===== src/design/rndis_packet_deframer_defines.svh =====
// ----------------------------------------------------------------------------
// RNDIS packet deframer assertion macros
// Concurrent check wrappers that compile to nothing when SYNTH is defined.
// ----------------------------------------------------------------------------
`ifndef RNDIS_PACKET_DEFRAMER_DEFINES_SVH
`define RNDIS_PACKET_DEFRAMER_DEFINES_SVH

`ifndef SYNTH
// same-cycle implication, disabled during reset
`define RPDF_ASSERT_IMP(lbl, clk, rst_n, ante, cons) \
    lbl: assert property (@(posedge clk) disable iff (!rst_n) (ante) |-> (cons)) \
        else $error("rpdf: assertion failed");
// next-cycle implication, disabled during reset
`define RPDF_ASSERT_NXT(lbl, clk, rst_n, ante, cons) \
    lbl: assert property (@(posedge clk) disable iff (!rst_n) (ante) |=> (cons)) \
        else $error("rpdf: assertion failed");
`else
`define RPDF_ASSERT_IMP(lbl, clk, rst_n, ante, cons)
`define RPDF_ASSERT_NXT(lbl, clk, rst_n, ante, cons)
`endif

`endif


===== src/design/rpdf_pkg.sv =====
// ----------------------------------------------------------------------------
// RNDIS packet deframer package
// Shared constants, status codes and the command word passed front to back.
// ----------------------------------------------------------------------------
package rpdf_pkg;

    localparam int MAX_TRANSFER_BYTES_DEF = 16384;

    // command queue depth, power of two
    localparam int QUEUE_DEPTH = 4;

    localparam int HDR_BYTES   = 16;
    localparam int BASE_BYTES  = 8;
    localparam logic [31:0] TYPE_PACKET = 32'd1;

    typedef enum logic [2:0] {
        ST_OK          = 3'd0,
        ST_SHORT_TAIL  = 3'd1,
        ST_WRONG_TYPE  = 3'd2,
        ST_TOO_LONG    = 3'd3,
        ST_ZERO_LENGTH = 3'd4,
        ST_TRUNCATED   = 3'd5,
        ST_EMPTY_FRAME = 3'd6
    } status_t;

    // One queued command: a status event, or a run of payload bytes taken
    // from slots first..last of bytes (slot 0 = header byte 8 on release).
    typedef struct packed {
        logic            is_status;
        status_t         code;
        logic [7:0][7:0] bytes;
        logic [2:0]      first;
        logic [2:0]      last;
        logic            fend;
    } rpdf_cmd_t;

endpackage


===== src/design/rpdf_front.sv =====
// ----------------------------------------------------------------------------
// RNDIS packet deframer front end
// Tracks transfer and message position, checks headers, queues commands.
// ----------------------------------------------------------------------------
module rpdf_front import rpdf_pkg::*; #(
    parameter int MAX_TRANSFER_BYTES = MAX_TRANSFER_BYTES_DEF
) (
    input  logic       aclk,
    input  logic       aresetn,
    input  logic       in_valid,
    output logic       in_ready,
    input  logic [7:0] data_byte,
    input  logic       transfer_start,
    input  logic [14:0] transfer_length,
    output logic       cmd_valid,
    output rpdf_cmd_t  cmd,
    input  logic       cmd_ready
);

    localparam int RW = $clog2(MAX_TRANSFER_BYTES + 1);
    localparam int PW = $clog2(MAX_TRANSFER_BYTES + 8);
    localparam int XW = (RW > 15) ? RW : 15;

    logic [7:0]    hs_reg [HDR_BYTES];
    logic [PW-1:0] pos_reg, pos_next;
    logic [RW-1:0] rem_reg, rem_next;
    logic          disc_reg, disc_next;
    logic [PW-1:0] cml_reg, cml_next;
    logic [PW-1:0] ps_reg, ps_next;
    logic [PW-1:0] pl_reg, pl_next;

    logic          accept, live, disc_cur, fail, emit, hs_we;
    logic [XW-1:0] tl_ext, tl_sat;
    logic [RW-1:0] tl_len, rem_incl, rem_left;
    logic [PW-1:0] pos_cur, pos_inc, end_w;
    logic [31:0]   type_w, mlen, avail, off, dl;
    logic [33:0]   need;
    logic [32:0]   ps_sum;
    status_t       code;

    assign in_ready = cmd_ready;
    assign accept   = in_valid && in_ready;

    // transfer length: zero counts as one, saturate at the maximum
    assign tl_ext = XW'(transfer_length);
    assign tl_sat = (tl_ext > XW'(MAX_TRANSFER_BYTES)) ? XW'(MAX_TRANSFER_BYTES) : tl_ext;
    assign tl_len = (tl_sat == '0) ? RW'(1) : RW'(tl_sat);

    assign live     = transfer_start || (rem_reg != '0);
    assign rem_incl = transfer_start ? tl_len : rem_reg;
    assign rem_left = rem_incl - RW'(1);
    assign disc_cur = transfer_start ? 1'b0 : disc_reg;
    assign pos_cur  = transfer_start ? '0 : pos_reg;
    assign pos_inc  = pos_cur + PW'(1);
    assign end_w    = ps_reg + pl_reg;

    // little-endian header fields, current byte is the top byte
    assign type_w = {hs_reg[3], hs_reg[2], hs_reg[1], hs_reg[0]};
    assign mlen   = {data_byte, hs_reg[6], hs_reg[5], hs_reg[4]};
    assign avail  = 32'(rem_incl) + 32'd7;
    assign off    = {hs_reg[11], hs_reg[10], hs_reg[9], hs_reg[8]};
    assign dl     = {data_byte, hs_reg[14], hs_reg[13], hs_reg[12]};
    assign need   = 34'(BASE_BYTES) + 34'(off) + 34'(dl);
    assign ps_sum = 33'(off) + 33'(BASE_BYTES);

    // classify the byte
    always_comb begin
        fail      = 1'b0;
        emit      = 1'b0;
        hs_we     = 1'b0;
        code      = ST_OK;
        cml_next  = cml_reg;
        ps_next   = ps_reg;
        pl_next   = pl_reg;
        cmd.is_status = 1'b0;
        cmd.code      = ST_OK;
        cmd.bytes     = {data_byte, hs_reg[14], hs_reg[13], hs_reg[12],
                         hs_reg[11], hs_reg[10], hs_reg[9], hs_reg[8]};
        cmd.first     = 3'd0;
        cmd.last      = 3'd0;
        cmd.fend      = 1'b0;
        if (live && !disc_cur) begin
            if (pos_cur == '0 && rem_incl < RW'(BASE_BYTES)) begin
                fail = 1'b1;
                code = ST_SHORT_TAIL;
            end else begin
                hs_we = (pos_cur < PW'(HDR_BYTES));
                if (pos_cur == PW'(7)) begin
                    priority if (type_w != TYPE_PACKET) begin
                        fail = 1'b1;
                        code = ST_WRONG_TYPE;
                    end else if (mlen > avail) begin
                        fail = 1'b1;
                        code = ST_TOO_LONG;
                    end else if (mlen == '0) begin
                        fail = 1'b1;
                        code = ST_ZERO_LENGTH;
                    end else if (mlen < 32'(HDR_BYTES)) begin
                        fail = 1'b1;
                        code = ST_TRUNCATED;
                    end else begin
                        cml_next = PW'(mlen);
                    end
                end else if (pos_cur == PW'(HDR_BYTES - 1)) begin
                    priority if (need > 34'(cml_reg)) begin
                        fail = 1'b1;
                        code = ST_TRUNCATED;
                    end else if (dl == '0) begin
                        fail = 1'b1;
                        code = ST_EMPTY_FRAME;
                    end else begin
                        ps_next = PW'(ps_sum);
                        pl_next = PW'(dl);
                        // payload starting inside the header is released now
                        if (off < 32'(HDR_BYTES - BASE_BYTES)) begin
                            emit      = 1'b1;
                            cmd.first = off[2:0];
                            if (need <= 34'(HDR_BYTES)) begin
                                cmd.last = 3'(need - 34'(BASE_BYTES + 1));
                                cmd.fend = 1'b1;
                            end else begin
                                cmd.last = 3'd7;
                            end
                        end
                    end
                end else if (pos_cur >= PW'(HDR_BYTES) && pos_cur >= ps_reg
                             && pos_cur < end_w) begin
                    emit         = 1'b1;
                    cmd.bytes[0] = data_byte;
                    cmd.fend     = (pos_inc == end_w);
                end
            end
        end
        if (fail) begin
            emit          = 1'b1;
            cmd.is_status = 1'b1;
            cmd.code      = code;
        end
    end

    assign cmd_valid = accept && emit;

    // position and transfer bookkeeping
    always_comb begin
        rem_next  = rem_reg;
        disc_next = disc_reg;
        pos_next  = pos_reg;
        if (live) begin
            rem_next = rem_left;
            if (fail || rem_left == '0) begin
                disc_next = 1'b1;
                pos_next  = '0;
            end else begin
                disc_next = disc_cur;
                if (disc_cur) begin
                    pos_next = pos_cur;
                end else if (pos_cur >= PW'(HDR_BYTES - 1) && pos_inc >= cml_reg) begin
                    pos_next = '0;
                end else begin
                    pos_next = pos_inc;
                end
            end
        end
    end

    always_ff @(posedge aclk) begin
        if (!aresetn) begin
            pos_reg  <= '0;
            rem_reg  <= '0;
            disc_reg <= 1'b1;
            cml_reg  <= '0;
            ps_reg   <= '0;
            pl_reg   <= '0;
        end else if (accept) begin
            pos_reg  <= pos_next;
            rem_reg  <= rem_next;
            disc_reg <= disc_next;
            cml_reg  <= cml_next;
            ps_reg   <= ps_next;
            pl_reg   <= pl_next;
        end
    end

    // header bytes, no reset
    always_ff @(posedge aclk) begin
        if (accept && hs_we) begin
            hs_reg[pos_cur[3:0]] <= data_byte;
        end
    end

endmodule


===== src/design/rpdf_queue.sv =====
// ----------------------------------------------------------------------------
// RNDIS packet deframer command queue
// Small FIFO of commands between the front end and the output sequencer.
// ----------------------------------------------------------------------------
module rpdf_queue import rpdf_pkg::*; (
    input  logic      aclk,
    input  logic      aresetn,
    input  logic      push_valid,
    output logic      push_ready,
    input  rpdf_cmd_t push_data,
    output logic      pop_valid,
    input  logic      pop_ready,
    output rpdf_cmd_t pop_data
);

    localparam int AW = $clog2(QUEUE_DEPTH);
    localparam int CW = $clog2(QUEUE_DEPTH + 1);

    rpdf_cmd_t     entry_reg [QUEUE_DEPTH];
    logic [AW-1:0] wr_ptr_reg, rd_ptr_reg;
    logic [CW-1:0] count_reg;
    logic          push_fire, pop_fire;

    assign push_ready = (count_reg != CW'(QUEUE_DEPTH));
    assign pop_valid  = (count_reg != '0);
    assign pop_data   = entry_reg[rd_ptr_reg];
    assign push_fire  = push_valid && push_ready;
    assign pop_fire   = pop_valid && pop_ready;

    // pointers wrap by overflow, depth is a power of two
    always_ff @(posedge aclk) begin
        if (!aresetn) begin
            wr_ptr_reg <= '0;
            rd_ptr_reg <= '0;
            count_reg  <= '0;
        end else begin
            if (push_fire) begin
                wr_ptr_reg <= wr_ptr_reg + AW'(1);
            end
            if (pop_fire) begin
                rd_ptr_reg <= rd_ptr_reg + AW'(1);
            end
            if (push_fire && !pop_fire) begin
                count_reg <= count_reg + CW'(1);
            end else if (pop_fire && !push_fire) begin
                count_reg <= count_reg - CW'(1);
            end
        end
    end

    always_ff @(posedge aclk) begin
        if (push_fire) begin
            entry_reg[wr_ptr_reg] <= push_data;
        end
    end

`include "rndis_packet_deframer_defines.svh"

    `RPDF_ASSERT_IMP(a_cnt_bound, aclk, aresetn, 1'b1, count_reg <= CW'(QUEUE_DEPTH))
    `RPDF_ASSERT_NXT(a_cnt_up, aclk, aresetn, push_fire && !pop_fire, count_reg == $past(count_reg) + CW'(1))
    `RPDF_ASSERT_NXT(a_cnt_dn, aclk, aresetn, pop_fire && !push_fire, count_reg == $past(count_reg) - CW'(1))

endmodule


===== src/design/rpdf_back.sv =====
// ----------------------------------------------------------------------------
// RNDIS packet deframer output sequencer
// Expands queued commands into result words through an output register.
// ----------------------------------------------------------------------------
module rpdf_back import rpdf_pkg::*; (
    input  logic        aclk,
    input  logic        aresetn,
    input  logic        cmd_valid,
    input  rpdf_cmd_t   cmd,
    output logic        cmd_ready,
    output logic        m_tvalid,
    input  logic        m_tready,
    output logic [15:0] m_tdata,
    output logic        m_tlast,
    output logic [0:0]  m_tuser
);

    logic       out_valid_reg, busy_reg;
    logic [2:0] idx_reg, idx;
    logic       kind_reg, fend_reg, run_last_reg;
    logic [7:0] byte_reg;
    status_t    code_reg;
    logic       adv, take, is_last;

    // output register is free or drains this cycle
    assign adv     = !out_valid_reg || m_tready;
    assign take    = adv && cmd_valid;
    assign idx     = busy_reg ? idx_reg : cmd.first;
    assign is_last = cmd.is_status || (idx == cmd.last);
    assign cmd_ready = take && is_last;

    always_ff @(posedge aclk) begin
        if (!aresetn) begin
            out_valid_reg <= 1'b0;
            busy_reg      <= 1'b0;
            idx_reg       <= '0;
        end else begin
            if (adv) begin
                out_valid_reg <= cmd_valid;
            end
            if (take) begin
                busy_reg <= !is_last;
                idx_reg  <= idx + 3'd1;
            end
        end
    end

    // result word
    always_ff @(posedge aclk) begin
        if (take) begin
            kind_reg     <= cmd.is_status;
            byte_reg     <= cmd.is_status ? 8'd0 : cmd.bytes[idx];
            fend_reg     <= !cmd.is_status && is_last && cmd.fend;
            code_reg     <= cmd.is_status ? cmd.code : ST_OK;
            run_last_reg <= is_last;
        end
    end

    assign m_tvalid   = out_valid_reg;
    assign m_tdata    = {4'b0000, run_last_reg, code_reg, byte_reg};
    assign m_tlast    = fend_reg;
    assign m_tuser[0] = kind_reg;

`include "rndis_packet_deframer_defines.svh"

    `RPDF_ASSERT_IMP(a_status_ends_run, aclk, aresetn, m_tvalid && m_tuser[0], m_tdata[11] && m_tdata[10:8] != ST_OK)
    `RPDF_ASSERT_IMP(a_payload_no_code, aclk, aresetn, m_tvalid && !m_tuser[0], m_tdata[10:8] == ST_OK)
    `RPDF_ASSERT_IMP(a_fend_ends_run, aclk, aresetn, m_tvalid && m_tlast, m_tdata[11] && !m_tuser[0])

endmodule


===== src/design/rndis_packet_deframer.sv =====
// ----------------------------------------------------------------------------
// RNDIS packet deframer
// Splits a byte stream of bulk transfers into packet-message payload frames.
// ----------------------------------------------------------------------------
// Takes one transfer byte per cycle. The first byte of a transfer is flagged
// in s_tuser and carries the transfer length. Each 16-byte little-endian
// message header is checked; payload bytes leave one per word with m_tlast on
// the last byte of a frame, and a failed check sends one status word and drops
// the rest of the transfer. Each byte is one input item and each result one
// output word, so the header's last byte, which releases any payload that
// started inside the header, can produce up to 8 result words. A 4-entry
// command queue between the header checker and the output sequencer absorbs
// that burst, and the input stalls only when the queue is full.
// ----------------------------------------------------------------------------
module rndis_packet_deframer import rpdf_pkg::*; #(
    parameter int MAX_TRANSFER_BYTES = MAX_TRANSFER_BYTES_DEF
) (
    input  logic        aclk,
    input  logic        aresetn,
    input  logic        s_tvalid,
    output logic        s_tready,
    input  logic [23:0] s_tdata,   // data_byte[7:0], transfer_length[22:8], pad
    input  logic [0:0]  s_tuser,   // transfer_start
    output logic        m_tvalid,
    input  logic        m_tready,
    output logic [15:0] m_tdata,   // frame_byte[7:0], status_code[10:8], run_last[11], pad
    output logic        m_tlast,   // frame_end
    output logic [0:0]  m_tuser    // result_kind
);

    logic      q_push_valid, q_push_ready, q_pop_valid, q_pop_ready;
    rpdf_cmd_t q_push_data, q_pop_data;

    rpdf_front #(
        .MAX_TRANSFER_BYTES(MAX_TRANSFER_BYTES)
    ) u_front (
        .aclk            (aclk),
        .aresetn         (aresetn),
        .in_valid        (s_tvalid),
        .in_ready        (s_tready),
        .data_byte       (s_tdata[7:0]),
        .transfer_start  (s_tuser[0]),
        .transfer_length (s_tdata[22:8]),
        .cmd_valid       (q_push_valid),
        .cmd             (q_push_data),
        .cmd_ready       (q_push_ready)
    );

    rpdf_queue u_queue (
        .aclk       (aclk),
        .aresetn    (aresetn),
        .push_valid (q_push_valid),
        .push_ready (q_push_ready),
        .push_data  (q_push_data),
        .pop_valid  (q_pop_valid),
        .pop_ready  (q_pop_ready),
        .pop_data   (q_pop_data)
    );

    rpdf_back u_back (
        .aclk      (aclk),
        .aresetn   (aresetn),
        .cmd_valid (q_pop_valid),
        .cmd       (q_pop_data),
        .cmd_ready (q_pop_ready),
        .m_tvalid  (m_tvalid),
        .m_tready  (m_tready),
        .m_tdata   (m_tdata),
        .m_tlast   (m_tlast),
        .m_tuser   (m_tuser)
    );

endmodule

===== config.mk =====
export PLATFORM = sky130hd
export DESIGN_NAME = rndis_packet_deframer
export DESIGN_NICKNAME = d
export VERILOG_FILES = /design/src/design/rpdf_pkg.sv /design/src/design/rpdf_front.sv /design/src/design/rpdf_queue.sv /design/src/design/rpdf_back.sv /design/src/design/rndis_packet_deframer.sv
export VERILOG_INCLUDE_DIRS = /design/src /design/src/design
export SDC_FILE = /design/constraint.sdc
export NUM_CORES = 1
export LEC_CHECK = 0
export BUFFER_PORTS_ARGS = -buffer_cell sky130_fd_sc_hd__buf_2
export CORE_MARGIN = 5
export CORE_UTILIZATION = 25
export DETAILED_ROUTE_END_ITERATION = 8
export PLACE_DENSITY = 0.37
export SETUP_SLACK_MARGIN = 0.15
export SLEW_MARGIN = 40
export SYNTH_ARGS = -nofsm -noshare
export SYNTH_HDL_FRONTEND = slang
export SYNTH_SLANG_ARGS = --single-unit
export TNS_END_PERCENT = 100

===== constraint.sdc =====
create_clock -name aclk -period 15.5 [get_ports aclk]
set_clock_uncertainty 0.2 [all_clocks]
set_input_delay 3.875 -clock aclk [delete_from_list [all_inputs] [get_ports aclk]]
set_output_delay 3.875 -clock aclk [all_outputs]
set_load 0.1 [all_outputs]

==> results of run 1 <==
## power breakdown
part | internal (mW) | switching (mW) | total, mW
Sequential | 1.55 | 0.0274 | 1.58
Combinational | 0.272 | 0.528 | 0.800
Clock | 0.863 | 0.594 | 1.46
## stage by stage
step           std cells  setup WS, ns  hold slack, ns
3_5_place_dp        3444          3.98           0.255
4_1_cts             3556          4.65           0.271
2_1_floorplan       2051          4.77           0.239
6_report            3557          5.10           0.272
5_1_grt             3556          4.47           0.286
3_3_place_gp        3442          4.09           0.253
## Yosys cell counts, drive strengths merged, types with 8 or more instances
cell type / instances
o21bai: 10
and2: 36
xnor2: 50
or3: 11
edfxtp: 426
buf: 30
xor2: 39
nand4: 36
mux2i: 64
nor2: 89
a21boi: 15
a31oi: 16
nand3: 43
nor4: 49
nor2b: 49
mux2: 8
o211ai: 16
a21oi: 75
inv: 76
a211oi: 16
clkbuf: 46
a21o: 18
nand2: 181
o21ai: 63
ha: 167
and3: 21
mux4: 91
nor3: 37
o21a: 22
dfxtp: 90
nand2b: 13
or4: 9
o2bb2ai: 13
## worst min-delay path, stage by stage (launching register included)
cell and delay, ns:
sky130_fd_sc_hd__dfxtp_1 0.32, sky130_fd_sc_hd__nand2_1 0.06, sky130_fd_sc_hd__mux2i_1 0.05
## cells by family after synthesis
kind of cell               synth area share (%)
and+or+nand+nor                            11.7
DFF                                        54.6
AOI/OAI and AO/OA                          9.19
adders and majority gates                  8.05
muxes                                      10.4
buffers and inverters                      2.88
xor gates and xnor gates                   3.09
other                                    0.0140
## metal layers
| layer | share of wire, % | vias up |
|---|---|---|
| met4 | 1.7 | 0 |
| li1 | - | 8037 |
| met3 | 3.3 | 78 |
| met2 | 49 | 286 |
| met5 | 0 | - |
| met1 | 46 | 8697 |
## path summary, 6_finish.rpt
check                           slack [ns]  cells past startpoint                  start                        to
worst max-delay path                  5.10                     22            s_tdata[13]  u_queue.entry_reg[0][48]
worst min-delay path                  0.27                      2      u_front.pl_reg[3]         u_front.pl_reg[3]
worst max register to register        9.03                     20  u_front.hs_reg[12][1]  u_queue.entry_reg[0][48]
worst min register to register        0.27                      2      u_front.pl_reg[3]         u_front.pl_reg[3]
## final cells by class
| cell class | instances | area (sq um) | share of cell area [%] |
|---|---|---|---|
| multi-input cells | 1379 | 11400 | 37.4 |
| well taps | 1403 | 1760 | 5.74 |
| inverters | 77 | 289 | 0.946 |
| diodes | 1 | 2.50 | 0.00819 |
| flip-flops and latches | 516 | 14600 | 47.8 |
| clock inverters | 40 | 469 | 1.54 |
| clock buffers | 72 | 1580 | 5.16 |
| repair buffers | 69 | 443 | 1.45 |
==> flow_summary.yaml, run 1 <==
pwr:
  cellLeakagePower_nw: 10.4
  total_power_mw: 3.83
  power.density_mw_per_mm2: 125
  peakVddDrop_uv: 108
finish:
  post-route-util_pct: 28.7
  synthToLayoutAreaGrowth_pct: 14.4
  post-route-cell-area_sq_mm: 0.0306
  number_of_nets_in_the_layout: 2301
  layout_common_cells: "426 x sky130_fd_sc_hd__edfxtp_1, 181 x sky130_fd_sc_hd__nand2_1, 167 x sky130_fd_sc_hd__ha_1"
  fillerInstances: 10880
  mostFrequentLayoutCell: "sky130_fd_sc_hd__edfxtp_1"
  largest_register_ff_count: 300
  drive_above_1_share_pct: 15.1
sta:
  timing.final.setup_violations: 0
  slew_headroom_pct: 43.5
  final_total_negative_setup_slack_ns: 0
  grt_setup_unrepaired: "false"
  layout_worst_path_cycle_share_pct: 67.1
  timing.final.hold_violations: 0
  report.final.slew_viol_count: 0
  final.min_clock_period_ns: 10.40
  worst_slew_pin_slew_ns: 0.847
  fmaxAchievable_mhz: 96.2
global_route:
  met3_usage_pct: 1.85
  gr-usage-met2_pct: 25.0
  grt_pass1_wl_microns: 121000
  largest_net_degree_at_the_start_of_global_routing: 73
  met1_usage_pct: 19.3
  overflow: 0
  grt_pass1_vias: 17814
  grt_util_all_layers_pct: 14.4
  busiest_layer: "met2"
  antenna_violations_before_repair: 3
yosys:
  synth.yosys.seq_area_share_pct: 54.6
  synth_top_area_cell: "sky130_fd_sc_hd__edfxtp_1"
  synthArstFlopShare_pct: 0
  yosys_warnings: 0
  syn-cell-area_sq_mm: 0.0267
  synth_flop_cell: "sky130_fd_sc_hd__edfxtp_1"
  yosys_register_bits: 516
  synthDominantCellAreaShare_pct: 47.9
  synthDistinctLibCells: 104
  post_synth.cell_area_avg_sq_um: 13.0
  synth.area.top_cells: "sky130_fd_sc_hd__edfxtp_1 48%, sky130_fd_sc_hd__ha_1 7.8%, sky130_fd_sc_hd__mux4_2 7.7%"
  synth_edf_count: 426
  syn_inst: 2048
die:
  die_w_microns: 337
  standard_cell_rows: 120
  start_util_pct: 25.1
  die_ar_sq_mm: 0.114
  chipHeight_microns: 337
  core_area_sq_mm: 0.107
  ios: 49
placement:
  gp_congestion: 0.823
  hpwl_microns: 59400
  portBuffers: 43
  placement.cell_area_sq_mm: 0.0285
worst_setup_path:
  worstPathBufferInverterCount: 2
  critPathTopFamily: "simple AND/OR/NAND/NOR gates"
  cpMaxStageDelayCell: "sky130_fd_sc_hd__buf_4"
  setup.worst_path.class: "primary input to flop"
  top_fanout_value_on_the_critical_path: 46
  worstPathRequired_ns: 15.57
  max_stage_delay_ns: 0.65
  critical_path_cell_list: "buf_2, nor4_1, nand4_1, xnor2_1, and2_0, a31oi_1, or3_1, nor4_1, nand3_1, xnor2_1, ha_1, nand4_1, or2_2, nor3_1, o21ai_0, a41o_1, and3_1, o211ai_1, o21ai_0, a21oi_2, and2_4, buf_4"
  crit_path_start_kind: "primary input"
  timing.critical_path.to_type: "flop"
  worst-endpoint-arrival_ns: 10.47
clock_network:
  cts_max_level: 2
  cts_tree: "built"
  root_buffer: "sky130_fd_sc_hd__clkbuf_16"
  postCtsHoldBufs: 0
  clk_pin_slew_worst_paths_ns: 0.06
  ctsLongestPathBuffers: 3
  clock_sinks: 516
  insertion_delay_ns: 0.64
  cts_made_buffers: 59
  cts-resized-gates: 0
  postCtsSetupBuffers: 0
run:
  timing.max_cap.violations: 0
detailed_routing:
  drc: 0
  route.vias.total: 17098
  first_iter_violations: 1144
  drt_wl_total_microns: 82400
  detail_route.vias_per_cell: 4.81
  drtPass1Iterations: 5
  final_antenna_net_count: 0
  avgRoutedWirePerCell_microns: 23.2
run_status:
  run_status: "complete, no violations"
min_path:
  worst_hold_path_type: "flop to flop"
Note: power is estimated with default switching activity, not from simulation.
==> run 2: changes to the inputs <==
==> constraint.sdc (replaced) <==
create_clock -name aclk -period 9.9 [get_ports aclk]
set_clock_uncertainty 0.2 [all_clocks]
set_input_delay 2.475 -clock aclk [delete_from_list [all_inputs] [get_ports aclk]]
set_output_delay 2.475 -clock aclk [all_outputs]
set_load 0.1 [all_outputs]
==> run 2 against run 1 <==
  * First-iteration DRC count fell by 19%
  * Non-clock buffer count increased by 12
  * Die area unchanged
  * Largest power group unchanged
  * Combinational power rose by 55%
  * Global-route usage increased by 0.23 points
  * Clock-buffer cell count fell by 1
==> flow_summary.yaml, run 2 (synthesized netlist as in run 1, its figures left out) <==
run_status:
  run_status: "complete, no violations"
sta:
  worst_slew_pin_slew_ns: 0.827
  report.final.slew_viol_count: 0
  timing.final.setup_violations: 0
  final_total_negative_setup_slack_ns: 0
  timing.final.hold_violations: 0
  grt_setup_unrepaired: "false"
  layout_worst_path_cycle_share_pct: 86.3
  slew_headroom_pct: 44.9
  fmaxAchievable_mhz: 117
  final.min_clock_period_ns: 8.55
die:
  die_w_microns: 337
  ios: 49
  start_util_pct: 25.1
  core_area_sq_mm: 0.107
  standard_cell_rows: 120
  die_ar_sq_mm: 0.114
  chipHeight_microns: 337
worst_setup_path:
  count_of_cell_instances_traversed_by_the_critical_path: 26
  worst_r2r_path_depth: 24
  max_stage_delay_ns: 0.49
  critPathTopFamily: "simple AND/OR/NAND/NOR gates"
  worstPathRequired_ns: 10.24
  worst-endpoint-arrival_ns: 8.89
  setup.worst_path.class: "primary input to flop"
  crit_path_start_kind: "primary input"
  cpMaxStageDelayCell: "sky130_fd_sc_hd__nor4_1"
  top_fanout_value_on_the_critical_path: 7
  critical_path.reg2reg.startpoint: "u_front.hs_reg[12][1]"
  timing.critical_path.to_type: "flop"
  worstPathBufferInverterCount: 2
  r2r-end: "u_queue.count_reg[2]"
  r2r_slack_ns: 3.43
finish:
  layout_common_cells: "426 x sky130_fd_sc_hd__edfxtp_1, 181 x sky130_fd_sc_hd__nand2_1, 167 x sky130_fd_sc_hd__ha_1"
  post-route-util_pct: 28.8
  largest_register_ff_count: 300
  number_of_nets_in_the_layout: 2313
  layout.cells.non_filler: 3569
  synthToLayoutAreaGrowth_pct: 14.7
  drive_above_1_share_pct: 15.7
  mostFrequentLayoutCell: "sky130_fd_sc_hd__edfxtp_1"
clock_network:
  cts_max_level: 2
  postCtsSetupBuffers: 0
  clk_pin_slew_worst_paths_ns: 0.06
  cts_made_buffers: 59
  ctsLongestPathBuffers: 3
  insertion_delay_ns: 0.65
  root_buffer: "sky130_fd_sc_hd__clkbuf_16"
  postCtsHoldBufs: 0
  cts-resized-gates: 0
  clock_sinks: 516
  cts_tree: "built"
global_route:
  grt_pass1_wl_microns: 123000
  grt_util_all_layers_pct: 14.6
  largest_net_degree_at_the_start_of_global_routing: 94
  grt_pass1_vias: 17987
  antenna_violations_before_repair: 4
  overflow: 0
placement:
  gp_congestion: 0.823
  portBuffers: 43
  hpwl_microns: 61400
  post-place-cells: 3456
detailed_routing:
  drtPass1Iterations: 7
  drt_wl_total_microns: 83600
  first_iter_violations: 925
  drc: 0
  detail_route.vias_per_cell: 4.81
  final_antenna_net_count: 0
  route.vias.total: 17158
  avgRoutedWirePerCell_microns: 23.4
run:
  timing.max_cap.violations: 0
pwr:
  power.density_mw_per_mm2: 193
  total_power_mw: 5.91
  peakVddDrop_uv: 148
  cellLeakagePower_nw: 10.4
min_path:
  whs_endpoint: "u_front.pl_reg[0]"
  worst_hold_path_type: "flop to flop"
  min_delay_path_depth: 2
  worstHoldStart: "u_front.pl_reg[0]"
## run 2: layer usage
metal	GRT usage (%)	routed length (microns)	part of all wire (%)	vias to the layer above
met5	0	0	0	-
met4	2.93	1580	1.9	0
met3	1.68	2430	2.9	99
met2	25.6	41100	49	296
met1	19.5	38500	46	8704
li1	-	-	-	8059
## run 2: power breakdown
part	leakage (nW)	switching, mW	internal [mW]
Clock	0.953	0.923	1.28
Combinational	4.88	0.815	0.421
Sequential	4.56	0.0460	2.43
## run 2: cell type report
cell class                      instances  area (sq um)
Antenna cell                            1          2.50
Clock buffer                           71          1550
Clock inverter                         41           432
Fill cell                           10919         75900
Inverter                               77           289
Multi-Input combinational cell       1379         11400
Sequential cell                       516         14600
Tap cell                             1403          1760
Timing Repair Buffer                   81           597
## run 2: through the flow
stage,setup slack (ns),hold WS (ns),cell area [sq um]
2_1_floorplan,0.566,0.239,26700
3_3_place_gp,0.793,0.252,28600
3_5_place_dp,0.674,0.258,28700
4_1_cts,1.34,0.266,30600
5_1_grt,0.700,0.288,30700
6_report,1.35,0.265,30700
## run 2: worst min-delay path: cells and delay by family, from the launching register on
family	cells	cell delay [ns]
simple gates	1	0.05
mux	1	0.05
flops	1	0.31
## run 2: worst max-delay path by stage
stage                      startpoint                 endpoint  slack (ns)
after floorplan               s_tuser  u_queue.entry_reg[1][0]        0.57
after global placement    s_tdata[13]     u_queue.count_reg[2]        0.79
after detailed placement  s_tdata[13]     u_queue.count_reg[2]        0.67
after CTS                 s_tdata[13]     u_queue.count_reg[2]        1.34
after global routing      s_tdata[13]     u_queue.count_reg[2]        0.70
final                     s_tdata[13]     u_queue.count_reg[2]        1.35
